[src/hw/rtl/prrm_pkg.sv]
// ---------------------------------------------------------------------------
// prrm_pkg
// Shared types and constants of the pulse rate RPM meter.
// ---------------------------------------------------------------------------
package prrm_pkg;

  localparam int unsigned DATA_W     = 32;
  localparam int unsigned CH_W       = 4;
  localparam int unsigned MASK_W     = 16;
  localparam int unsigned CALLS_W    = 3;
  localparam int unsigned PPM_FACTOR = 60;

  // divider: one quotient bit per cycle
  localparam int unsigned DIV_STEPS  = DATA_W;
  localparam int unsigned DIV_CNT_W  = $clog2(DIV_STEPS);

  // APB: 32-bit data, word registers
  localparam int unsigned APB_AW     = 3;
  localparam int unsigned APB_DW     = 32;
  localparam logic [APB_AW-3:0] REG_RPM_MASK = 1'b0;

  typedef struct packed {
    logic [CH_W-1:0]   channel;
    logic [DATA_W-1:0] pulse_count;
    logic [DATA_W-1:0] now_seconds;
  } prrm_in_t;

  typedef struct packed {
    logic [CH_W-1:0]   out_channel;
    logic [DATA_W-1:0] rpm;
    logic              rpm_updated;
  } prrm_out_t;

  typedef enum logic [3:0] {
    S_IDLE = 4'b0001,
    S_CALC = 4'b0010,
    S_DIV  = 4'b0100,
    S_FIN  = 4'b1000
  } prrm_state_e;

  typedef struct packed {
    logic load;      // latch input word
    logic calc;      // read channel state, scale, set up divider
    logic div_step;  // one restoring divide step
    logic commit;    // write channel state, load output register
  } prrm_cmd_t;

  typedef struct packed {
    logic need_div;
    logic div_last;
  } prrm_sts_t;

endpackage

[src/hw/rtl/prrm_stream_if.sv]
// ---------------------------------------------------------------------------
// prrm_stream_if
// Valid/ready stream channel carrying one word of type T.
// ---------------------------------------------------------------------------
interface prrm_stream_if #(
  parameter type T = logic
) ();

  logic valid;
  logic ready;
  T     data;

  modport source (output valid, output data, input ready);
  modport sink   (input valid, input data, output ready);

endinterface

[src/hw/rtl/prrm_apb_regs.sv]
// ---------------------------------------------------------------------------
// prrm_apb_regs
// APB register block holding the RPM channel mask.
// ---------------------------------------------------------------------------
module prrm_apb_regs (
  input  logic                        clk_i,
  input  logic                        rst_ni,
  input  logic                        psel,
  input  logic                        penable,
  input  logic                        pwrite,
  input  logic [prrm_pkg::APB_AW-1:0] paddr,
  input  logic [prrm_pkg::APB_DW-1:0] pwdata,
  output logic [prrm_pkg::APB_DW-1:0] prdata,
  output logic                        pready,
  output logic [prrm_pkg::MASK_W-1:0] mask_o
);
  import prrm_pkg::*;

  logic [MASK_W-1:0] mask_q;
  logic              sel_mask;

  assign sel_mask = (paddr[APB_AW-1:2] == REG_RPM_MASK);
  assign pready   = 1'b1;
  assign mask_o   = mask_q;
  assign prdata   = sel_mask ? APB_DW'(mask_q) : '0;

  always_ff @(posedge clk_i or negedge rst_ni) begin
    if (!rst_ni) begin
      mask_q <= '0;
    end else if (psel && penable && pwrite && sel_mask) begin
      mask_q <= pwdata[MASK_W-1:0];
    end
  end

endmodule

[src/hw/rtl/prrm_ctrl.sv]
// ---------------------------------------------------------------------------
// prrm_ctrl
// Sequencer: load, calc, divide when needed, commit, one word at a time.
// ---------------------------------------------------------------------------
module prrm_ctrl (
  input  logic                clk_i,
  input  logic                rst_ni,
  input  logic                in_valid_i,
  output logic                in_ready_o,
  output logic                out_valid_o,
  input  logic                out_ready_i,
  output prrm_pkg::prrm_cmd_t cmd_o,
  input  prrm_pkg::prrm_sts_t sts_i
);
  import prrm_pkg::*;

  prrm_state_e state_q, state_d;
  logic        out_valid_q, out_valid_d;
  logic        slot_free;

  // output register may be refilled in the cycle it is drained
  assign slot_free = !out_valid_q || out_ready_i;

  always_comb begin
    state_d = state_q;
    unique case (state_q)
      S_IDLE: begin
        if (in_valid_i) state_d = S_CALC;
      end
      S_CALC: begin
        state_d = sts_i.need_div ? S_DIV : S_FIN;
      end
      S_DIV: begin
        if (sts_i.div_last) state_d = S_FIN;
      end
      S_FIN: begin
        if (slot_free) state_d = S_IDLE;
      end
      default: state_d = S_IDLE;
    endcase
  end

  always_comb begin
    cmd_o.load     = (state_q == S_IDLE) && in_valid_i;
    cmd_o.calc     = (state_q == S_CALC);
    cmd_o.div_step = (state_q == S_DIV);
    cmd_o.commit   = (state_q == S_FIN) && slot_free;
  end

  always_comb begin
    out_valid_d = out_valid_q;
    if (cmd_o.commit) begin
      out_valid_d = 1'b1;
    end else if (out_ready_i) begin
      out_valid_d = 1'b0;
    end
  end

  assign in_ready_o  = (state_q == S_IDLE);
  assign out_valid_o = out_valid_q;

  always_ff @(posedge clk_i or negedge rst_ni) begin
    if (!rst_ni) begin
      state_q     <= S_IDLE;
      out_valid_q <= 1'b0;
    end else begin
      state_q     <= state_d;
      out_valid_q <= out_valid_d;
    end
  end

  a_commit_slot_free: assert property (@(posedge clk_i) disable iff (!rst_ni)
    cmd_o.commit |-> (!out_valid_q || out_ready_i))
    else $error("commit while output register still full");

  a_accept_to_calc: assert property (@(posedge clk_i) disable iff (!rst_ni)
    (in_valid_i && in_ready_o) |=> (state_q == S_CALC))
    else $error("accepted word did not enter calc");

  a_div_to_fin: assert property (@(posedge clk_i) disable iff (!rst_ni)
    (state_q == S_DIV && sts_i.div_last) |=> (state_q == S_FIN))
    else $error("divider finished but sequencer did not move to commit");

  a_commit_sets_valid: assert property (@(posedge clk_i) disable iff (!rst_ni)
    cmd_o.commit |=> out_valid_o)
    else $error("commit did not present a result");

endmodule

[src/hw/rtl/prrm_datapath.sv]
// ---------------------------------------------------------------------------
// prrm_datapath
// Per-channel window state, scaling by 60, serial divider, output register.
// ---------------------------------------------------------------------------
module prrm_datapath #(
  parameter int unsigned CHANNELS     = 16,
  parameter int unsigned WINDOW_LIMIT = 5
) (
  input  logic                        clk_i,
  input  logic                        rst_ni,
  input  prrm_pkg::prrm_in_t          in_data_i,
  input  logic [prrm_pkg::MASK_W-1:0] mask_i,
  input  prrm_pkg::prrm_cmd_t         cmd_i,
  output prrm_pkg::prrm_sts_t         sts_o,
  output prrm_pkg::prrm_out_t         out_data_o
);
  import prrm_pkg::*;

  // the channel field reaches at most 2^CH_W channels
  localparam int unsigned DEPTH = (CHANNELS < (1 << CH_W)) ? CHANNELS : (1 << CH_W);
  localparam int unsigned IDX_W = (DEPTH > 1) ? $clog2(DEPTH) : 1;

  logic [DATA_W-1:0]  start_cnt_q  [DEPTH];
  logic [DATA_W-1:0]  start_time_q [DEPTH];
  logic [CALLS_W-1:0] calls_q      [DEPTH];
  logic [DATA_W-1:0]  rpm_q        [DEPTH];

  prrm_in_t           item_q;
  logic               ch_ok_q, en_q, fwd_q, upd_q;
  logic [DATA_W-1:0]  rem_q, quo_q, dvsr_q;
  logic [DIV_CNT_W-1:0] cnt_q;
  prrm_out_t          out_q;

  logic [IDX_W-1:0]   idx;
  logic               ch_ok, en, fwd;
  logic [DATA_W-1:0]  cnt_rd, time_rd, rpm_rd;
  logic [CALLS_W-1:0] calls_rd;
  logic [DATA_W-1:0]  elapsed, scaled;
  logic [DATA_W:0]    shifted, trial;
  logic               fits;
  logic [DATA_W-1:0]  rpm_new;

  assign idx      = item_q.channel[IDX_W-1:0];
  assign ch_ok    = (32'(item_q.channel) < CHANNELS);
  assign cnt_rd   = start_cnt_q[idx];
  assign time_rd  = start_time_q[idx];
  assign calls_rd = calls_q[idx];
  assign rpm_rd   = rpm_q[idx];
  assign en       = ch_ok && mask_i[item_q.channel];
  assign fwd      = (cnt_rd <= item_q.pulse_count);
  assign elapsed  = item_q.now_seconds - time_rd;
  // product wraps to 32 bits before the divide
  assign scaled   = DATA_W'((item_q.pulse_count - cnt_rd) * PPM_FACTOR);

  assign sts_o.need_div = en && fwd && (elapsed != '0);
  assign sts_o.div_last = (cnt_q == DIV_CNT_W'(DIV_STEPS - 1));

  // restoring step
  assign shifted = {rem_q, quo_q[DATA_W-1]};
  assign trial   = shifted - {1'b0, dvsr_q};
  assign fits    = (shifted >= {1'b0, dvsr_q});

  assign rpm_new    = upd_q ? quo_q : rpm_rd;
  assign out_data_o = out_q;

  always_ff @(posedge clk_i) begin
    if (cmd_i.load) begin
      item_q <= in_data_i;
    end
    if (cmd_i.calc) begin
      ch_ok_q <= ch_ok;
      en_q    <= en;
      fwd_q   <= fwd;
      upd_q   <= sts_o.need_div;
      rem_q   <= '0;
      quo_q   <= scaled;
      dvsr_q  <= elapsed;
    end else if (cmd_i.div_step) begin
      rem_q <= fits ? trial[DATA_W-1:0] : shifted[DATA_W-1:0];
      quo_q <= {quo_q[DATA_W-2:0], fits};
    end
    if (cmd_i.commit) begin
      out_q.out_channel <= item_q.channel;
      out_q.rpm         <= ch_ok_q ? rpm_new : '0;
      out_q.rpm_updated <= upd_q;
    end
  end

  always_ff @(posedge clk_i or negedge rst_ni) begin
    if (!rst_ni) begin
      cnt_q <= '0;
    end else if (cmd_i.calc) begin
      cnt_q <= '0;
    end else if (cmd_i.div_step) begin
      cnt_q <= cnt_q + DIV_CNT_W'(1);
    end
  end

  always_ff @(posedge clk_i or negedge rst_ni) begin
    if (!rst_ni) begin
      for (int i = 0; i < DEPTH; i++) begin
        start_cnt_q[i]  <= '0;
        start_time_q[i] <= '0;
        calls_q[i]      <= '0;
        rpm_q[i]        <= '0;
      end
    end else if (cmd_i.commit && en_q) begin
      if (upd_q) begin
        rpm_q[idx] <= quo_q;
      end
      // count went backwards, or window full: restart at this sample
      if (!fwd_q || (calls_rd >= CALLS_W'(WINDOW_LIMIT))) begin
        start_cnt_q[idx]  <= item_q.pulse_count;
        start_time_q[idx] <= item_q.now_seconds;
        calls_q[idx]      <= '0;
      end else begin
        calls_q[idx] <= calls_rd + CALLS_W'(1);
      end
    end
  end

endmodule

[src/hw/rtl/pulse_rate_rpm_meter_core.sv]
// ---------------------------------------------------------------------------
// pulse_rate_rpm_meter_core
// Windowed per-channel pulse rate tachometer with APB channel mask.
// ---------------------------------------------------------------------------
// Flow: an accepted word passes through calc, the restoring divide steps
//   (skipped when no divide is needed) and commit, which loads the output register.
// A new word is taken only after the previous one is committed; the divider
//   is a one-bit-per-cycle restoring divider. Input is taken while a result waits.
// Reset: asynchronous, active low; clears the mask and all channel state.
module pulse_rate_rpm_meter_core #(
  parameter int unsigned CHANNELS     = 16,
  parameter int unsigned WINDOW_LIMIT = 5
) (
  input  logic                        clk_i,
  input  logic                        rst_ni,
  prrm_stream_if.sink                 in_i,
  prrm_stream_if.source               out_o,
  input  logic                        psel,
  input  logic                        penable,
  input  logic                        pwrite,
  input  logic [prrm_pkg::APB_AW-1:0] paddr,
  input  logic [prrm_pkg::APB_DW-1:0] pwdata,
  output logic [prrm_pkg::APB_DW-1:0] prdata,
  output logic                        pready
);
  import prrm_pkg::*;

  logic [MASK_W-1:0] mask;
  prrm_cmd_t         cmd;
  prrm_sts_t         sts;

  prrm_apb_regs u_regs (
    .clk_i   (clk_i),
    .rst_ni  (rst_ni),
    .psel    (psel),
    .penable (penable),
    .pwrite  (pwrite),
    .paddr   (paddr),
    .pwdata  (pwdata),
    .prdata  (prdata),
    .pready  (pready),
    .mask_o  (mask)
  );

  prrm_ctrl u_ctrl (
    .clk_i       (clk_i),
    .rst_ni      (rst_ni),
    .in_valid_i  (in_i.valid),
    .in_ready_o  (in_i.ready),
    .out_valid_o (out_o.valid),
    .out_ready_i (out_o.ready),
    .cmd_o       (cmd),
    .sts_i       (sts)
  );

  prrm_datapath #(
    .CHANNELS     (CHANNELS),
    .WINDOW_LIMIT (WINDOW_LIMIT)
  ) u_dp (
    .clk_i      (clk_i),
    .rst_ni     (rst_ni),
    .in_data_i  (in_i.data),
    .mask_i     (mask),
    .cmd_i      (cmd),
    .sts_o      (sts),
    .out_data_o (out_o.data)
  );

endmodule
[src/flat_wrapper.sv]
// flat-port wrapper written by rule: the top's interface ports become plain ports
module pulse_rate_rpm_meter_core_flat import prrm_pkg::*;
#(
  parameter int unsigned CHANNELS     = 16,
  parameter int unsigned WINDOW_LIMIT = 5
)
  (clk_i, rst_ni, psel, penable, pwrite, paddr, pwdata, prdata, pready, in_i_valid, in_i_data, in_i_ready, out_o_valid, out_o_data, out_o_ready);
  prrm_stream_if in_i_i ();
  prrm_stream_if out_o_i ();
  input  logic clk_i;
  input  logic rst_ni;
  input  logic psel;
  input  logic penable;
  input  logic pwrite;
  input  logic [prrm_pkg::APB_AW-1:0] paddr;
  input  logic [prrm_pkg::APB_DW-1:0] pwdata;
  output logic [prrm_pkg::APB_DW-1:0] prdata;
  output logic pready;
  input wire logic [$bits(in_i_i.valid)-1:0] in_i_valid;
  input wire logic [$bits(in_i_i.data)-1:0] in_i_data;
  output wire logic [$bits(in_i_i.ready)-1:0] in_i_ready;
  output wire logic [$bits(out_o_i.valid)-1:0] out_o_valid;
  output wire logic [$bits(out_o_i.data)-1:0] out_o_data;
  input wire logic [$bits(out_o_i.ready)-1:0] out_o_ready;
  assign in_i_i.valid = in_i_valid;
  assign in_i_i.data = in_i_data;
  assign in_i_ready = in_i_i.ready;
  assign out_o_valid = out_o_i.valid;
  assign out_o_data = out_o_i.data;
  assign out_o_i.ready = out_o_ready;
  pulse_rate_rpm_meter_core #(.CHANNELS(CHANNELS), .WINDOW_LIMIT(WINDOW_LIMIT)) u_core (.clk_i(clk_i), .rst_ni(rst_ni), .in_i(in_i_i), .out_o(out_o_i), .psel(psel), .penable(penable), .pwrite(pwrite), .paddr(paddr), .pwdata(pwdata), .prdata(prdata), .pready(pready));
endmodule
[config.mk]
export PLATFORM = sky130hd
export DESIGN_NAME = pulse_rate_rpm_meter_core_flat
export DESIGN_NICKNAME = d
export VERILOG_FILES = /design/src/hw/rtl/prrm_pkg.sv /design/src/hw/rtl/prrm_stream_if.sv /design/src/hw/rtl/prrm_apb_regs.sv /design/src/hw/rtl/prrm_ctrl.sv /design/src/hw/rtl/prrm_datapath.sv /design/src/hw/rtl/pulse_rate_rpm_meter_core.sv /design/src/flat_wrapper.sv
export SDC_FILE = /design/constraint.sdc
export NUM_CORES = 1
export LEC_CHECK = 0
export BUFFER_PORTS_ARGS = -buffer_cell sky130_fd_sc_hd__buf_2
export CAP_MARGIN = 25
export CORE_MARGIN = 3
export CORE_UTILIZATION = 47
export DETAILED_ROUTE_END_ITERATION = 12
export PLACE_DENSITY = 0.79
export SYNTH_ARGS = -nofsm -noshare
export SYNTH_HDL_FRONTEND = slang
export SYNTH_SLANG_ARGS = --single-unit
[constraint.sdc]
create_clock -name clk_i -period 1.7 [get_ports clk_i]
set_input_delay 0.425 -clock clk_i [delete_from_list [all_inputs] [get_ports clk_i]]
set_output_delay 0.425 -clock clk_i [all_outputs]
set_load 0.03 [all_outputs]
==> results of run 1 <==
-- kinds of logic after synthesis --
logic type,after synthesis
simple gates,50
xor+xnor,1
buf+inv,28
other cells,2
mux,19
fa+ha+maj,4
compound gates,21
flops,34
-- synthesized netlist by cell type (2+ instances only) --
cell type,count,share of area (%)
clkbuf_1,2,0.41
and3_1,2,0.68
nor2b_1,20,6.8
nand2_1,4,0.81
o31ai_1,2,0.81
a21oi_1,2,0.54
ha_1,4,2.7
a22oi_1,2,0.81
dfrtp_1,29,39
nor2_1,4,0.81
inv_1,4,0.81
and2_1,4,1.4
a31oi_1,3,1.0
mux2_2,18,11
buf_4,20,8.2
nor3_1,3,0.81
o21ai_0,3,0.81
edfxtp_1,4,6.5
nand2b_1,2,0.68
o2bb2ai_1,4,1.9
conb_1,2,0.41
-- final timing paths --
| path | startpoint | endpoint | slack (ns) | cells past startpoint |
|---|---|---|---|---|
| max reg2reg | u_core.u_ctrl.state_q[0] | u_core.u_ctrl.state_q[3] | 0.09 | 6 |
| min in group clk_i | in_i_valid | u_core.u_ctrl.state_q[0] | 0.31 | 2 |
| min | rst_ni | u_core.u_ctrl.out_valid_o | 0.15 | 2 |
| max in group asynchronous | rst_ni | u_core.u_ctrl.state_q[0] | 1.24 | 2 |
| min reg2reg | u_core.u_dp.upd_q | u_core.u_dp.out_data_o[0] | 0.45 | 0 |
| max | u_core.u_ctrl.state_q[0] | in_i_ready | 0.05 | 2 |
-- worst reg2reg max path, stage by stage, from the launching register on --
cell	delay [ns]
dfstp_2	0.54
buf_4	0.10
buf_4	0.12
buf_4	0.16
nor2_1	0.10
and2_1	0.19
a211o_1	0.29
-- flip-flops by register name, indices dropped and copies added, names as in the netlist --
name / flops
u_core.u_ctrl.out_valid_o: 1
u_core.u_ctrl.state_q: 4
u_core.u_dp.calls_q: 3
u_core.u_dp.cnt_q: 5
u_core.u_dp.en_q: 1
u_core.u_dp.item_q: 1
u_core.u_dp.out_data_o: 1
u_core.u_dp.start_time_q: 1
u_core.u_dp.upd_q: 1
u_core.u_regs.mask_o: 16
-- cell type report --
class / count / area, µm² / share of cell area, %
clock inverter: 1 / 5.00 / 0.228
tap: 48 / 60.1 / 2.74
clock buffer: 7 / 86.3 / 3.94
sequential: 34 / 875 / 39.9
multi-input combinational: 112 / 846 / 38.6
timing repair buffer: 54 / 304 / 13.9
inverter: 4 / 15.0 / 0.685
-- per-layer routing --
metal | vias up | global-route usage, % | share of wire [%]
li1 | 628 | - | -
met1 | 603 | 18.9 | 42
met2 | 26 | 24.1 | 52
met3 | 5 | 3.40 | 4.1
met4 | 0 | 6.70 | 1.8
met5 | - | 0 | 0
-- where the power goes --
part	switching, µW	internal (µW)	leakage, µW
Combinational	607	529	0.000620
Sequential	136	1030	0.000406
Clock	280	326	0.0000482
-- timing repair --
action,in CTS,in global routing
gates resized for setup,2,2
setup buffers,3,2
cloned,0,0
setup endpoints to repair,1,1
-- stage by stage --
stage / area, µm² / std cells
after detailed placement: 2050 / 247
after global placement: 2050 / 247
after CTS: 2170 / 258
after global routing: 2190 / 260
final: 2190 / 260
after floorplan: 1910 / 174
==> impl_metrics.csv, run 1 <==
group,metric,value,unit
worst_setup_path,critPathLaunchType,"flip-flop",
sta,setup_tns,0,ns
placement,gp_congestion,0.730,
yosys,netlist_instances,159,
cells_and_area,final_cell_mix,"buf_2 (42), dfrtp_1 (27), nor2b_1 (20)",
power_and_ir_drop,ir_worst_vdd,0.000603,V
yosys,netlist_area,0.00184,mm²
die,die_area,0.00471,mm²
route,drtPass1Iterations,4,
yosys,synth-seq-cells,34,
grt,grt_pass1_wl,5.14,mm
grt,grt_pass1_vias,1122,
cells_and_area,fin_util,59.0,%
yosys,yosys.area_share.simple,19.1,%
flow_run,cap_violations,0,
sta,hold_viol_final,0,
route,ant_nets,0,
yosys,yosysWarnings,0,
grt,antenna_found_initial,0,
sta,max_freq,607,MHz
worst_setup_path,max_stage_delay,0.54,ns
power_and_ir_drop,power_density,1330,mW/mm²
clock_tree,path_clk_slew,0.07,ns
placement,place_ws,0.0993,ns
power_and_ir_drop,p_leak,0.00107,µW
die,fp.dieW,68.6,µm
cells_and_area,n_antenna_cell,0,
cells_and_area,fillers,348,
cells_and_area,layout_commonest_cell,"buf_2",
worst_setup_path,crit_buf_inv,1,
cells_and_area,drive_gt1_share,40.6,%
die,ios,79,
sta,finalWorstSetupSlack,0.0538,ns
yosys,ys_seq_area_share,47.4,%
route,viasPerCell,4.85,
yosys,synth-edff-count,4,
yosys,synth_xor_area_share,0.476,%
yosys,synth_compound_area_share,8.08,%
clock_tree,clock_latency,0.28,ns
worst_setup_path,cp_slowest_cell,"dfstp_2",
cells_and_area,area_growth,19.0,%
yosys,synth_cell_type_count,42,
yosys,async_flop_share,88.2,%
route,detail_route.wl_per_cell,12.5,µm
yosys,synthFlopType,"dfrtp_1",
placement,dpl.hpwl,2.38,mm
sta,finalCritPeriodShare,96.8,%
sta,setup_viol,0,
worst_setup_path,path_class,"reg2out",
worst_setup_path,worstPathCellList,"nor4b_4 > buf_6",
die,die_h,68.6,µm
yosys,synthAdderAreaFrac,2.72,%
grt,grt-ovfl-total,0,
yosys,syn_avg_cell_area,11.6,µm²
cells_and_area,nets,258,
worst_setup_path,cp.arrival,1.22,ns
clock_tree,numCtsBuffers,5,
sta,hold_slack,0.148,ns
grt,grt_util_all_layers,14.9,%
die,floorplan.initialDensity,49.6,%
die,fp.coreArea,0.00372,mm²
placement,numPortBuffers,43,
outcome,status,"finished clean",
worst_setup_path,end_kind,"primary output",
sta,fin_crit,1.65,ns
clock_tree,hold_buffers,0,
worst_setup_path,critPathTopFamily,"flip-flops",
clock_tree,cts_tree,"done",
hold_path,hold_path_class,"in2async",
clock_tree,htreeDepth,2,
sta,clock_skew,0.00475,ns
clock_tree,clock_path_buffers,2,
route,totalWireLength,3.26,mm
route,dr.first_iter.drc_count,43,
power_and_ir_drop,p_total,2910,µW
yosys,synthMuxAreaShare,11.6,%
grt,grt_start_max_net_pins,31,
die,rows,22,
sta,slew_viol_final,0,
route,via_count,1262,
clock_tree,clockRootBuffer,"clkbuf_8",
clock_tree,clock-sinks,34,
worst_setup_path,required,1.27,ns
yosys,synth_top_family_by_area,"simple AND/OR/NAND/NOR gates",
route,drc,0,
worst_setup_path,crit_fanout,2,
Note: power is estimated with default switching activity, not from simulation.
==> inputs of run 2 (changes only) <==
==> constraint.sdc (replaced) <==
create_clock -name clk_i -period 1.56 [get_ports clk_i]
set_input_delay 0.39 -clock clk_i [delete_from_list [all_inputs] [get_ports clk_i]]
set_output_delay 0.39 -clock clk_i [all_outputs]
set_load 0.03 [all_outputs]
==> run 2 against run 1 <==
Effect of this change: the flow now finishes with violations (setup timing); clock power increased by 50%; flip-flop and latch count unchanged; non-clock buffer count rose by 5; combinational power grew 16%; final cell count is 1.9% higher; hold slack worse by 0.046 ns; via count rose by 4.8%; critical path depth unchanged; highest routed layer unchanged.
==> impl_metrics.csv, run 2 (same netlist as run 1, synthesis figures left out) <==
group,metric,value,unit
sta,setup_tns,-0.0657,ns
clock_tree,clock-sinks,34,
worst_setup_path,cp.arrival,1.23,ns
clock_tree,clockRootBuffer,"clkbuf_8",
route,dr.first_iter.drc_count,84,
sta,max_freq,616,MHz
grt,antenna_found_initial,0,
grt,grt_pass1_wl,5.42,mm
cells_and_area,largest_reg_flops,16,
outcome,violations,"setup timing",
sta,setup_viol,2,
cells_and_area,layout_commonest_cell,"buf_2",
cells_and_area,fin_util,62.0,%
die,die_h,68.6,µm
worst_setup_path,end_kind,"primary output",
grt,grt_util_all_layers,15.9,%
worst_setup_path,required,1.17,ns
cells_and_area,area_growth,25.1,%
worst_setup_path,worstPathCellList,"nor4b_4 > buf_6",
route,drt-met1-wl,1.36,mm
route,viasPerCell,4.99,
power_and_ir_drop,p_int,2310,µW
grt,grt-ovfl-total,0,
cells_and_area,fillers,309,
sta,fin_crit,1.62,ns
clock_tree,numCtsBuffers,5,
sta,slew_viol_final,0,
route,route.met3.wl,187,µm
grt,grt_pass1_vias,1199,
sta,hold_viol_final,0,
die,fp.coreArea,0.00372,mm²
power_and_ir_drop,p_seq_share,36.2,%
power_and_ir_drop,p_leak,0.00113,µW
power_and_ir_drop,clkPwrFrac,26.0,%
route,dr_wl_met2,1.96,mm
die,die_area,0.00471,mm²
worst_setup_path,max_stage_delay,0.53,ns
route,drc,0,
route,detail_route.wl_per_cell,13.5,µm
worst_setup_path,cp_slowest_cell,"dfstp_2",
route,routed.top_layer,"met4",
worst_setup_path,path_class,"reg2out",
die,floorplan.initialDensity,49.6,%
cells_and_area,final_cell_mix,"buf_2 (42), dfrtp_1 (27), nor2b_1 (20)",
sta,clock_skew,0.00464,ns
power_and_ir_drop,switching_share,33.8,%
worst_setup_path,reg2reg_to,"u_core.u_dp.start_time_q[480]",
flow_run,cap_violations,0,
worst_setup_path,reg2reg_from,"u_core.u_ctrl.state_q[2]",
worst_setup_path,critPathLaunchType,"flip-flop",
placement,numPortBuffers,43,
die,fp.dieW,68.6,µm
clock_tree,path_clk_slew,0.07,ns
clock_tree,htreeDepth,2,
die,ios,79,
worst_setup_path,r2r_cells,4,
placement,placed_area,0.00209,mm²
worst_setup_path,reg2reg_setup_slack,0,ns
clock_tree,cts_tree,"done",
sta,rsz0062_at_grt,"yes",
power_and_ir_drop,power_density,1520,mW/mm²
sta,finalWorstSetupSlack,-0.0629,ns
route,drtPass1Iterations,4,
power_and_ir_drop,power.switching,1180,µW
cells_and_area,final_cell_area,0.00230,mm²
route,totalWireLength,3.57,mm
outcome,status,"complete, but fails checks",
sta,finalCritPeriodShare,104,%
clock_tree,clock_path_buffers,2,
route,ant_nets,0,
cells_and_area,nets,263,
power_and_ir_drop,ir_worst_vdd,0.000656,V
placement,dpl.hpwl,2.51,mm
placement,gp_congestion,0.731,
worst_setup_path,crit_fanout,2,
power_and_ir_drop,combPwrFrac,37.9,%
clock_tree,clock_latency,0.29,ns
die,rows,22,
hold_path,hold_path_class,"in2async",
grt,grt_start_max_net_pins,31,
cells_and_area,drive_gt1_share,44.2,%
route,via_count,1323,
cells_and_area,n_antenna_cell,0,
## run 2: worst max-delay path: cells and delay by family, from the launching register on
| family | cells | cell delay [ns] |
|---|---|---|
| flops | 1 | 0.53 |
| simple gates | 1 | 0.24 |
| buf+inv | 1 | 0.17 |
## run 2: cell type report
class                      count  area (µm²)  share of cell area, %
timing repair buffer          59         362                   15.7
inverter                       4        15.0                  0.652
clock buffer                   6        93.8                   4.07
clock inverter                 2        38.8                   1.68
multi-input combinational    112         860                   37.3
tap                           48        60.1                   2.61
sequential                    34         875                   38.0
## run 2: through the flow
stage	hold WS (ns)	setup slack, ns	power (µW)	instances
final	0.102	-0.0629	3490	265
after global routing	0.127	-0.101	3720	265
after CTS	0.110	-0.0764	3450	263
after detailed placement	0.423	0.0304	2440	250
after global placement	0.410	0.0369	2400	250
after floorplan	0.0944	-0.0783	2180	174
## run 2: power groups by stage
stage               Clock, µW  Combinational, µW  Sequential (µW)
CTS                       922               1270             1260
finish                    907               1320             1260
detailed placement          0               1130             1310
global placement            0               1100             1300
global route              965               1460             1290
floorplan                   0                917             1270
## run 2: repair_timing
item | 4_1_cts | 5_1_grt
setup endpoints to repair | 3 | 5
resized for setup | 5 | 5
endpoints found under the hold margin | 0 | 0
pin swaps | 0 | 2
setup buffers | 5 | 2
hold buffers | 0 | 0
## run 2: how the worst max path moves through the flow
stage,start,cells past startpoint,to
6_report,u_core.u_ctrl.state_q[0],2,in_i_ready
5_1_grt,u_core.u_ctrl.state_q[0],2,in_i_ready
4_1_cts,u_core.u_ctrl.state_q[0],2,in_i_ready
3_5_place_dp,u_core.u_dp.cnt_q[0],5,u_core.u_ctrl.state_q[3]
3_3_place_gp,u_core.u_dp.cnt_q[0],5,u_core.u_ctrl.state_q[3]
2_1_floorplan,u_core.u_ctrl.state_q[0],3,u_core.u_dp.item_q[0]
## run 2: routing by layer
metal	track usage, %	vias up
li1	-	637
met1	18.2	645
met2	26.7	36
met3	4.21	5
met4	8.68	0
met5	0	-
